## src/rtl/array_list_engine_core_macros.svh

```systemverilog
// Assertion macros for the array list engine.
// Used by the top level; needs a clock i_clk and a reset i_rst_n in scope.
`ifndef ARRAY_LIST_ENGINE_CORE_MACROS_SVH
`define ARRAY_LIST_ENGINE_CORE_MACROS_SVH

// same-cycle implication
`define ALE_ASSERT_NOW(lbl, ante, cons) \
    lbl: assert property (@(posedge i_clk) disable iff (!i_rst_n) (ante) |-> (cons)) \
        else $error("array_list_engine_core: check failed");

// next-cycle implication
`define ALE_ASSERT_NEXT(lbl, ante, cons) \
    lbl: assert property (@(posedge i_clk) disable iff (!i_rst_n) (ante) |=> (cons)) \
        else $error("array_list_engine_core: check failed");

`endif

```

## src/rtl/ale_pkg.sv

```systemverilog
// Shared types and constants for the array list engine.
// No dependencies.
`timescale 1ns / 1ps
`default_nettype none

package ale_pkg;

    localparam int unsigned CAPACITY_DEF = 64;
    localparam logic [6:0]  LIMIT_RESET  = 7'd64;

    localparam int unsigned IN_TDATA_W   = 40;  // value, position
    localparam int unsigned IN_TUSER_W   = 3;   // cmd
    localparam int unsigned OUT_TDATA_W  = 16;  // result_position, list_length
    localparam int unsigned OUT_TUSER_W  = 3;   // status, found
    localparam int unsigned LIMIT_W      = 7;

    localparam logic [2:0] CMD_APPEND = 3'd0;
    localparam logic [2:0] CMD_SEARCH = 3'd1;
    localparam logic [2:0] CMD_REMOVE = 3'd2;
    localparam logic [2:0] CMD_INSERT = 3'd3;
    localparam logic [2:0] CMD_SORTED = 3'd4;
    localparam logic [2:0] CMD_FIND   = 3'd5;
    localparam logic [2:0] CMD_CLEAR  = 3'd6;

    localparam logic [1:0] ST_OK    = 2'd0;
    localparam logic [1:0] ST_FULL  = 2'd1;
    localparam logic [1:0] ST_RANGE = 2'd2;

    typedef enum logic [2:0] {
        S_IDLE,
        S_DISPATCH,
        S_SCAN,
        S_SHIFT_R,
        S_SHIFT_L,
        S_DONE
    } t_state;

endpackage

`default_nettype wire

```

## src/rtl/ale_ram.sv

```systemverilog
// Generic single-write, single-read RAM with registered read data.
// No dependencies.
`timescale 1ns / 1ps
`default_nettype none

module ale_ram #(
    parameter int unsigned WIDTH = 32,
    parameter int unsigned DEPTH = 64
) (
    input  wire logic                     i_clk,
    input  wire logic                     i_we,
    input  wire logic [$clog2(DEPTH)-1:0] i_waddr,
    input  wire logic [WIDTH-1:0]         i_wdata,
    input  wire logic [$clog2(DEPTH)-1:0] i_raddr,
    output logic      [WIDTH-1:0]         o_rdata
);

    logic [WIDTH-1:0] r_mem [DEPTH];

    always_ff @(posedge i_clk) begin
        if (i_we) begin
            r_mem[i_waddr] <= i_wdata;
        end
        o_rdata <= r_mem[i_raddr];
    end

endmodule

`default_nettype wire

```

## src/rtl/array_list_engine_core.sv

```systemverilog
// Array list engine: packed list of signed 32-bit values in one RAM, one command per transaction.
// Append, clear, unused command and most errors go straight from dispatch to the result stage;
// search / find walk the list; inserts and removes shift entries, sorted inserts do both.
// Throughput: one transaction at a time, a new command is taken only back in idle; the worst case is
// a find miss that walks the whole list, then shifts all of it, bounded by the single RAM port.
// Reset (sync, active low): list length 0, capacity limit 64; RAM contents are not cleared.
`timescale 1ns / 1ps
`default_nettype none

module array_list_engine_core #(
    parameter int unsigned CAPACITY = ale_pkg::CAPACITY_DEF
) (
    input  wire logic                            i_clk,
    input  wire logic                            i_rst_n,
    // configuration: capacity_limit
    input  wire logic                            i_cfg_valid,
    output logic                                 o_cfg_ready,
    input  wire logic [ale_pkg::LIMIT_W-1:0]     i_cfg_data,
    // input stream
    input  wire logic                            s_axis_tvalid,
    output logic                                 s_axis_tready,
    input  wire logic [ale_pkg::IN_TDATA_W-1:0]  s_axis_tdata,  // value[31:0], position[37:32]
    input  wire logic [ale_pkg::IN_TUSER_W-1:0]  s_axis_tuser,  // cmd[2:0]
    // result stream
    output logic                                 m_axis_tvalid,
    input  wire logic                            m_axis_tready,
    output logic [ale_pkg::OUT_TDATA_W-1:0]      m_axis_tdata,  // result_position[5:0], list_length[12:6]
    output logic [ale_pkg::OUT_TUSER_W-1:0]      m_axis_tuser   // status[1:0], found[2]
);

    import ale_pkg::*;

    `include "array_list_engine_core_macros.svh"

    localparam int unsigned AW   = $clog2(CAPACITY);      // RAM address
    localparam int unsigned CW   = $clog2(CAPACITY + 1);  // count / index, holds CAPACITY
    localparam int unsigned CMPW = (CW > 7) ? CW : 7;     // common width for compares
    localparam logic [CW-1:0]   CAP_C = CW'(CAPACITY);
    localparam logic [CMPW-1:0] CAP_X = CMPW'(CAPACITY);

    // ---------------------------------------------------------------
    // State
    // ---------------------------------------------------------------
    t_state                r_state, n_state;
    logic [2:0]            r_cmd, n_cmd;
    logic signed [31:0]    r_val, n_val;
    logic [5:0]            r_pos, n_pos;
    logic [CW-1:0]         r_count, n_count;
    logic [LIMIT_W-1:0]    r_limit, n_limit;
    logic [CW-1:0]         r_idx, n_idx;       // next RAM read index
    logic                  r_pend, n_pend;     // RAM read in flight
    logic [CW-1:0]         r_paddr, n_paddr;   // scan: index read; shift: destination
    logic [CW-1:0]         r_slot, n_slot;     // first entry greater than value
    logic                  r_slot_ok, n_slot_ok;
    logic [1:0]            r_status, n_status;
    logic                  r_found, n_found;
    logic [CW-1:0]         r_rpos, n_rpos;
    logic                  r_out_valid, n_out_valid;
    logic [1:0]            r_out_status, n_out_status;
    logic                  r_out_found, n_out_found;
    logic [5:0]            r_out_rpos, n_out_rpos;
    logic [6:0]            r_out_len, n_out_len;

    // RAM port
    logic                  mem_we;
    logic [AW-1:0]         mem_waddr;
    logic [31:0]           mem_wdata;
    logic [AW-1:0]         mem_raddr;
    logic [31:0]           mem_rdata;

    // helpers
    logic [CMPW-1:0]       cnt_x, lim_x, eff_x, pos_x, rpos_x;
    logic                  full;
    logic [CW-1:0]         pos_c, idx_m1;
    logic                  issue_scan, hit_eq, hit_gt;

    assign cnt_x  = CMPW'(r_count);
    assign lim_x  = CMPW'(r_limit);
    assign eff_x  = (lim_x < CAP_X) ? lim_x : CAP_X;
    assign full   = cnt_x >= eff_x;
    assign pos_x  = CMPW'(r_pos);
    assign pos_c  = CW'(r_pos);     // only used once pos <= count
    assign rpos_x = CMPW'(r_rpos);
    assign idx_m1 = r_idx - CW'(1);

    assign issue_scan = r_idx < r_count;
    assign hit_eq     = (mem_rdata == r_val);
    assign hit_gt     = !($signed(mem_rdata) <= r_val);

    ale_ram #(
        .WIDTH (32),
        .DEPTH (CAPACITY)
    ) u_list_ram (
        .i_clk   (i_clk),
        .i_we    (mem_we),
        .i_waddr (mem_waddr),
        .i_wdata (mem_wdata),
        .i_raddr (mem_raddr),
        .o_rdata (mem_rdata)
    );

    // ---------------------------------------------------------------
    // Registers
    // ---------------------------------------------------------------
    always_ff @(posedge i_clk) begin
        if (!i_rst_n) begin
            r_state     <= S_IDLE;
            r_count     <= '0;
            r_limit     <= LIMIT_RESET;
            r_pend      <= 1'b0;
            r_out_valid <= 1'b0;
        end else begin
            r_state     <= n_state;
            r_count     <= n_count;
            r_limit     <= n_limit;
            r_pend      <= n_pend;
            r_out_valid <= n_out_valid;
        end
    end

    // payload, no reset
    always_ff @(posedge i_clk) begin
        r_cmd        <= n_cmd;
        r_val        <= n_val;
        r_pos        <= n_pos;
        r_idx        <= n_idx;
        r_paddr      <= n_paddr;
        r_slot       <= n_slot;
        r_slot_ok    <= n_slot_ok;
        r_status     <= n_status;
        r_found      <= n_found;
        r_rpos       <= n_rpos;
        r_out_status <= n_out_status;
        r_out_found  <= n_out_found;
        r_out_rpos   <= n_out_rpos;
        r_out_len    <= n_out_len;
    end

    // ---------------------------------------------------------------
    // Sequencer
    // ---------------------------------------------------------------
    always_comb begin
        n_state      = r_state;
        n_cmd        = r_cmd;
        n_val        = r_val;
        n_pos        = r_pos;
        n_count      = r_count;
        n_limit      = r_limit;
        n_idx        = r_idx;
        n_pend       = 1'b0;
        n_paddr      = r_paddr;
        n_slot       = r_slot;
        n_slot_ok    = r_slot_ok;
        n_status     = r_status;
        n_found      = r_found;
        n_rpos       = r_rpos;
        n_out_valid  = r_out_valid && !m_axis_tready;
        n_out_status = r_out_status;
        n_out_found  = r_out_found;
        n_out_rpos   = r_out_rpos;
        n_out_len    = r_out_len;
        mem_we       = 1'b0;
        mem_waddr    = '0;
        mem_wdata    = mem_rdata;
        mem_raddr    = '0;

        // config writes must arrive only while idle; the block itself does not enforce this
        if (i_cfg_valid) begin
            n_limit = i_cfg_data;
        end

        unique case (r_state)
            S_IDLE: begin
                if (s_axis_tvalid) begin
                    n_cmd   = s_axis_tuser[2:0];
                    n_val   = s_axis_tdata[31:0];
                    n_pos   = s_axis_tdata[37:32];
                    n_state = S_DISPATCH;
                end
            end

            S_DISPATCH: begin
                n_status  = ST_OK;
                n_found   = 1'b0;
                n_rpos    = '0;
                n_idx     = '0;
                n_slot    = r_count;
                n_slot_ok = 1'b0;
                n_state   = S_DONE;
                case (r_cmd) inside
                    CMD_APPEND: begin
                        if (full) begin
                            n_status = ST_FULL;
                        end else begin
                            mem_we    = 1'b1;
                            mem_waddr = r_count[AW-1:0];
                            mem_wdata = r_val;
                            n_rpos    = r_count;
                            n_count   = r_count + CW'(1);
                        end
                    end
                    CMD_SEARCH, CMD_FIND: begin
                        n_state = S_SCAN;
                    end
                    CMD_SORTED: begin
                        if (full) begin
                            n_status = ST_FULL;
                        end else begin
                            n_state = S_SCAN;
                        end
                    end
                    CMD_REMOVE: begin
                        if (pos_x >= cnt_x) begin
                            n_status = ST_RANGE;
                        end else begin
                            n_rpos  = pos_c;
                            n_idx   = pos_c + CW'(1);
                            n_state = S_SHIFT_L;
                        end
                    end
                    CMD_INSERT: begin
                        if (full) begin
                            n_status = ST_FULL;
                        end else if (pos_x > cnt_x) begin
                            n_status = ST_RANGE;
                        end else begin
                            n_rpos  = pos_c;
                            n_idx   = r_count;
                            n_state = S_SHIFT_R;
                        end
                    end
                    CMD_CLEAR: begin
                        n_count = '0;
                    end
                    default: begin
                    end
                endcase
            end

            // pipelined linear walk: issue index r_idx, check the entry read last cycle
            S_SCAN: begin
                mem_raddr = r_idx[AW-1:0];
                if (issue_scan) begin
                    n_idx   = r_idx + CW'(1);
                    n_pend  = 1'b1;
                    n_paddr = r_idx;
                end
                if (r_pend) begin
                    if (r_cmd != CMD_SORTED && hit_eq) begin
                        n_found = 1'b1;
                        n_rpos  = r_paddr;
                        n_pend  = 1'b0;
                        n_state = S_DONE;
                    end else if (hit_gt && !r_slot_ok) begin
                        n_slot    = r_paddr;
                        n_slot_ok = 1'b1;
                        if (r_cmd == CMD_SORTED) begin
                            n_rpos  = r_paddr;
                            n_idx   = r_count;
                            n_pend  = 1'b0;
                            n_state = S_SHIFT_R;
                        end
                    end
                end else if (!issue_scan) begin
                    // walked every entry without a match
                    if (r_cmd == CMD_SEARCH) begin
                        n_state = S_DONE;
                    end else if (r_cmd == CMD_FIND && full) begin
                        n_status = ST_FULL;
                        n_state  = S_DONE;
                    end else begin
                        n_rpos  = r_slot;
                        n_idx   = r_count;
                        n_state = S_SHIFT_R;
                    end
                end
            end

            // open a hole at r_rpos: move entries up from the top, then drop the value in
            S_SHIFT_R: begin
                mem_raddr = idx_m1[AW-1:0];
                if (r_pend) begin
                    mem_we    = 1'b1;
                    mem_waddr = r_paddr[AW-1:0];
                    mem_wdata = mem_rdata;
                end
                if (r_idx > r_rpos) begin
                    n_pend  = 1'b1;
                    n_paddr = r_idx;
                    n_idx   = idx_m1;
                end else if (!r_pend) begin
                    mem_we    = 1'b1;
                    mem_waddr = r_rpos[AW-1:0];
                    mem_wdata = r_val;
                    n_count   = r_count + CW'(1);
                    n_state   = S_DONE;
                end
            end

            // close the gap at r_rpos: move later entries down by one
            S_SHIFT_L: begin
                mem_raddr = r_idx[AW-1:0];
                if (r_pend) begin
                    mem_we    = 1'b1;
                    mem_waddr = r_paddr[AW-1:0];
                    mem_wdata = mem_rdata;
                end
                if (issue_scan) begin
                    n_pend  = 1'b1;
                    n_paddr = idx_m1;
                    n_idx   = r_idx + CW'(1);
                end else if (!r_pend) begin
                    n_count = r_count - CW'(1);
                    n_state = S_DONE;
                end
            end

            S_DONE: begin
                if (!r_out_valid || m_axis_tready) begin
                    n_out_valid  = 1'b1;
                    n_out_status = r_status;
                    n_out_found  = r_found;
                    n_out_rpos   = rpos_x[5:0];
                    n_out_len    = cnt_x[6:0];
                    n_state      = S_IDLE;
                end
            end

            default: begin
                n_state = S_IDLE;
            end
        endcase
    end

    // ---------------------------------------------------------------
    // Ports
    // ---------------------------------------------------------------
    assign o_cfg_ready   = 1'b1;
    assign s_axis_tready = (r_state == S_IDLE);
    assign m_axis_tvalid = r_out_valid;
    assign m_axis_tdata  = {3'b000, r_out_len, r_out_rpos};
    assign m_axis_tuser  = {r_out_found, r_out_status};

    // ---------------------------------------------------------------
    // Checks
    // ---------------------------------------------------------------
    `ALE_ASSERT_NOW(a_count_bound, 1'b1, r_count <= CAP_C)
    `ALE_ASSERT_NOW(a_scan_no_write, r_state == S_SCAN, !mem_we)
    `ALE_ASSERT_NOW(a_shift_r_bound, r_state == S_SHIFT_R, r_idx >= r_rpos)
    `ALE_ASSERT_NEXT(a_accept_dispatch, s_axis_tvalid && s_axis_tready, r_state == S_DISPATCH)

endmodule

`default_nettype wire

```

## config.mk

```make
export PLATFORM = sky130hd
export DESIGN_NAME = array_list_engine_core
export DESIGN_NICKNAME = d
export VERILOG_FILES = /design/src/rtl/ale_pkg.sv /design/src/rtl/ale_ram.sv /design/src/rtl/array_list_engine_core.sv
export VERILOG_INCLUDE_DIRS = /design/src /design/src/rtl
export SDC_FILE = /design/constraint.sdc
export NUM_CORES = 2
export LEC_CHECK = 0
export ABC_AREA = 1
export BUFFER_PORTS_ARGS = -buffer_cell sky130_fd_sc_hd__buf_4
export CELL_PAD_IN_SITES_DETAIL_PLACEMENT = 0
export CELL_PAD_IN_SITES_GLOBAL_PLACEMENT = 1
export CORE_UTILIZATION = 57
export DETAILED_ROUTE_END_ITERATION = 16
export GPL_ROUTABILITY_DRIVEN = 0
export MAX_ROUTING_LAYER = met4
export PLACE_DENSITY = 0.82
export SLEW_MARGIN = 5
export SYNTH_ARGS = -nofsm -noshare
export SYNTH_HDL_FRONTEND = slang
export SYNTH_SLANG_ARGS = --single-unit
```

## constraint.sdc

```tcl
create_clock -name i_clk -period 7.85 [get_ports i_clk]
set_input_delay 1.57 -clock i_clk [delete_from_list [all_inputs] [get_ports i_clk]]
set_output_delay 1.57 -clock i_clk [all_outputs]
set_load 0.02 [all_outputs]
```

==> impl_metrics.xml <==
<?xml version="1.0" encoding="UTF-8"?>
<metrics>
  <group name="run_status">
    <metric name="outcome" unit="">finished, final reports clean</metric>
  </group>
  <group name="setup_path">
    <metric name="setup.worst_path.class" unit="">register to register</metric>
    <metric name="critical_path_arrival" unit="ns">5.85</metric>
    <metric name="worst_setup_path_end_kind" unit="">register</metric>
    <metric name="worstSetupStartpointType" unit="">register</metric>
    <metric name="required" unit="ns">8.36</metric>
    <metric name="worst-path-max-fanout" unit="">21</metric>
    <metric name="crit-reg2reg-launch" unit="">cnt_x[2]$_SDFFE_PN0P_</metric>
    <metric name="reg2reg_depth" unit="">15</metric>
    <metric name="regToRegEndpoint" unit="">u_list_ram.r_mem[34][23]$_DFFE_PP_</metric>
    <metric name="regToRegSetupSlack" unit="ns">2.51</metric>
  </group>
  <group name="grt">
    <metric name="globalRoute.totalOverflow" unit="">0</metric>
    <metric name="grt_pass1_wl" unit="um">356000</metric>
    <metric name="initial_antenna_violation_count" unit="">4</metric>
    <metric name="first_global_vias" unit="">55371</metric>
    <metric name="globalRouteTotalUtil" unit="%">30.7</metric>
    <metric name="grt_start_max_net_pins" unit="">260</metric>
  </group>
  <group name="timing">
    <metric name="timing.final.setup_violations" unit="">0</metric>
    <metric name="timing.final.crit_period" unit="ns">5.34</metric>
    <metric name="slew_headroom" unit="%">20.7</metric>
    <metric name="timing.final.crit_share" unit="%">68.1</metric>
    <metric name="fmax" unit="GHz">0.187</metric>
    <metric name="timing.final.hold_violations" unit="">0</metric>
    <metric name="report.final.slew_viol_count" unit="">0</metric>
    <metric name="clock-skew-final" unit="ns">0.0341</metric>
    <metric name="timing_worst_slew_pin_value" unit="ns">1.18</metric>
    <metric name="grt_setup_unrepaired" unit="">false</metric>
    <metric name="setup-tns-final" unit="ns">0</metric>
  </group>
  <group name="floorplanning">
    <metric name="fp.coreArea" unit="um2">159000</metric>
    <metric name="start_util" unit="%">57.5</metric>
    <metric name="io_pins" unit="">77</metric>
    <metric name="die_x" unit="um">402</metric>
    <metric name="fp-row-count" unit="">146</metric>
    <metric name="die-area" unit="um2">162000</metric>
    <metric name="die_h" unit="um">402</metric>
  </group>
  <group name="cts">
    <metric name="cts_setup_buffers" unit="">0</metric>
    <metric name="ctsHoldBuffers" unit="">0</metric>
    <metric name="insertion_delay" unit="ns">0.84</metric>
    <metric name="cts_tree" unit="">done</metric>
    <metric name="clk_transition_reported_paths" unit="ns">0.06</metric>
    <metric name="clock_tree_root_buffer_cell" unit="">clkbuf_16</metric>
    <metric name="clock_sinks" unit="">2188</metric>
    <metric name="cts_repair_resize_count" unit="">0</metric>
    <metric name="clockBufferDepth" unit="">3</metric>
    <metric name="numCtsBuffers" unit="">210</metric>
    <metric name="h_tree_level_count" unit="">4</metric>
  </group>
  <group name="finish">
    <metric name="flow.area_growth_from_synthesis" unit="%">10.4</metric>
    <metric name="post_route_cells_drive_above_1_share" unit="%">9.53</metric>
    <metric name="layout.area.seq" unit="um2">65200</metric>
    <metric name="n_fill_cell" unit="">11611</metric>
    <metric name="number_of_diodes" unit="">0</metric>
    <metric name="number_of_nets_in_the_layout" unit="">7177</metric>
    <metric name="multiInputGateArea" unit="um2">22500</metric>
    <metric name="stdcell_count" unit="">9310</metric>
  </group>
  <group name="logic_synthesis">
    <metric name="synth_area_per_cell" unit="um2">12.9</metric>
    <metric name="synth_largest_type_area_fraction" unit="%">70.3</metric>
    <metric name="synthArstFlopShare" unit="%">0</metric>
    <metric name="number_of_synthesized_register_bits" unit="">2188</metric>
    <metric name="ys_dominant_reg_cell" unit="">edfxtp_1</metric>
    <metric name="synth_area" unit="um2">91300</metric>
    <metric name="synth.largest_area_cell" unit="">edfxtp_1</metric>
    <metric name="ys_warn_count" unit="">0</metric>
    <metric name="synth-edff-count" unit="">2137</metric>
    <metric name="synth.top_cells.by_area" unit="">edfxtp_1, o211ai_1, nand3_1</metric>
    <metric name="ys_seq_area_share" unit="%">71.4</metric>
    <metric name="synth.lib_cells_used.distinct" unit="">50</metric>
    <metric name="synthCells" unit="">7094</metric>
  </group>
  <group name="power_and_ir_drop">
    <metric name="p_int" unit="uW">24800</metric>
    <metric name="p_per_area" unit="nW/um2">392</metric>
    <metric name="swShare" unit="%">37.3</metric>
    <metric name="power.net_switching" unit="uW">14800</metric>
    <metric name="power.clock.fraction" unit="%">24.6</metric>
    <metric name="power.share.combinational" unit="%">32.1</metric>
    <metric name="cellLeakagePower" unit="uW">0.0336</metric>
    <metric name="seqPwrFrac" unit="%">43.3</metric>
    <metric name="max-vdd-ir-drop" unit="V">0.000459</metric>
  </group>
  <group name="detailed_routing">
    <metric name="detail-route-antenna-nets" unit="">0</metric>
    <metric name="post_drt_wl_per_cell" unit="um">26.2</metric>
    <metric name="drtIter0Drc" unit="">7012</metric>
    <metric name="post_drt_via_cell_ratio" unit="">6.26</metric>
    <metric name="post-route-drc-count" unit="">0</metric>
    <metric name="detail_route.wirelength" unit="um">244000</metric>
    <metric name="drt_pass1_iterations" unit="">7</metric>
    <metric name="num_vias" unit="">58318</metric>
  </group>
  <group name="worst_hold_path">
    <metric name="worstHoldEndpoint" unit="">r_out_status[0]$_DFFE_PP_</metric>
    <metric name="worstHoldPathCells" unit="">0</metric>
    <metric name="worstHoldPathType" unit="">register to register</metric>
    <metric name="timing.hold.worst.start" unit="">r_status[0]$_SDFFCE_PP1P_</metric>
  </group>
  <group name="job">
    <metric name="timing.max_cap.violations" unit="">0</metric>
  </group>
  <group name="placed_design">
    <metric name="placement.io_buffers" unit="">70</metric>
    <metric name="place_hpwl" unit="um">129000</metric>
    <metric name="placed_cells" unit="">8919</metric>
  </group>
</metrics>
-- through the flow --
stage | hold WS (ns) | total power [uW] | cell area, um2 | setup slack (ns) | utilization (%)
2_1_floorplan | 0.400 | 24600 | 91300 | 3.17 | -
3_3_place_gp | 0.404 | 29500 | 94300 | 2.69 | 59.4
3_5_place_dp | 0.406 | 29800 | 94300 | 2.65 | 59.4
4_1_cts | 0.408 | 39400 | 101000 | 2.61 | 63.5
5_1_grt | 0.421 | 40900 | 101000 | 2.40 | 63.5
6_report | 0.418 | 39600 | 101000 | 2.51 | 63.5
-- cell families after synthesis --
logic type	share of synthesized area [%]
adder cells (fa/ha/maj)	0.863
flip-flops	71.4
other	0.00822
AND/OR/NAND/NOR	11.6
XOR/XNOR	0.211
AO/OA/AOI/OAI	11.3
buffers and inverters	4.66
-- how the worst max path moves through the flow --
stage / to / cells past startpoint / slack [ns] / startpoint
after floorplan: u_list_ram.r_mem[0][0]$_DFFE_PP_ / 10 / 3.17 / lim_x[6]$_SDFFE_PN1P_
after global placement: u_list_ram.r_mem[34][23]$_DFFE_PP_ / 15 / 2.69 / cnt_x[2]$_SDFFE_PN0P_
after detailed placement: u_list_ram.r_mem[34][23]$_DFFE_PP_ / 15 / 2.65 / cnt_x[2]$_SDFFE_PN0P_
after CTS: u_list_ram.r_mem[34][23]$_DFFE_PP_ / 15 / 2.61 / cnt_x[2]$_SDFFE_PN0P_
after global routing: u_list_ram.r_mem[23][3]$_DFFE_PP_ / 11 / 2.40 / cnt_x[2]$_SDFFE_PN0P_
final: u_list_ram.r_mem[34][23]$_DFFE_PP_ / 15 / 2.51 / cnt_x[2]$_SDFFE_PN0P_
-- routing by layer --
layer | global-route usage, % | up-vias | part of all wire (%)
met5 | - | - | 0
li1 | - | 26260 | -
met3 | 4.44 | 478 | 8.3
met4 | 14.1 | 0 | 4.9
met1 | 40.3 | 28823 | 39
met2 | 47.9 | 2757 | 48
-- cell usage after synthesis (all sizes together) (4+ instances only) --
master     n
inv      547
o22ai     40
xor2      18
dfxtp     51
nand2    699
nand4     25
nor3       7
ha        63
buf      248
nor2     405
a21oi     56
or2      355
xnor2      4
clkbuf   232
nand3    789
o21ai    337
o211ai  1056
edfxtp  2137
-- flip-flops by register name, indices dropped and copies added, names as in the netlist --
register,flops
r_slot_ok,1
r_pend,1
r_out_len,7
cnt_x,7
r_out_rpos,6
r_cmd,3
r_out_status,2
lim_x,7
r_pos,6
u_list_ram.o_rdata,32
r_state,3
r_found,1
u_list_ram.r_mem,2048
r_rpos,7
r_idx,7
r_out_found,1
r_slot,7
r_val,32
r_status,2
m_axis_tvalid,1
r_paddr,7
-- layout by cell type (no fill, tap or decap), types with 16 or more instances in the layout --
| cell | n |
|---|---|
| inv_1 | 532 |
| buf_4 | 215 |
| o21ai_0 | 331 |
| nor2_1 | 336 |
| o211ai_1 | 1056 |
| xor2_1 | 18 |
| clkbuf_16 | 210 |
| a21oi_1 | 55 |
| clkinv_1 | 55 |
| nand2_1 | 693 |
| nand3_1 | 787 |
| edfxtp_1 | 2137 |
| nor2_4 | 66 |
| o22ai_1 | 40 |
| buf_12 | 16 |
| or2_2 | 73 |
| ha_1 | 63 |
| nand4_1 | 25 |
| or2_1 | 233 |
| dfxtp_1 | 51 |
| clkinv_2 | 36 |
| or2_0 | 49 |
| clkbuf_1 | 52 |
-- power groups by stage --
stage | clock network [uW] | registers (uW) | logic [uW]
after floorplan | 0 | 17600 | 6990
after global placement | 0 | 17300 | 12100
after detailed placement | 0 | 17400 | 12400
after CTS | 9830 | 17100 | 12500
after global routing | 10300 | 17200 | 13400
final | 9740 | 17100 | 12700
-- worst max-delay path, cell delays in order (launching register included) --
cell,delay (ns)
dfxtp_1,0.58
ha_1,0.33
a21oi_1,0.13
o21ai_0,0.10
nand3_1,0.07
nand3_1,0.28
nor2_4,0.37
inv_1,0.15
nor2_1,0.14
nand2_1,0.08
nand3_1,0.35
inv_1,0.15
nor2_1,0.16
nand2_1,0.63
nor2_4,1.06
buf_4,0.38
-- area by class of cell --
type,instances,area share [%]
sequential,2188,64.6
multi-input combinational,3878,22.3
clock buffer,264,5.43
tap,2072,2.57
inverter,550,2.08
timing repair buffer,231,1.92
clock inverter,127,1.12
(Power assumes the default switching activity.)
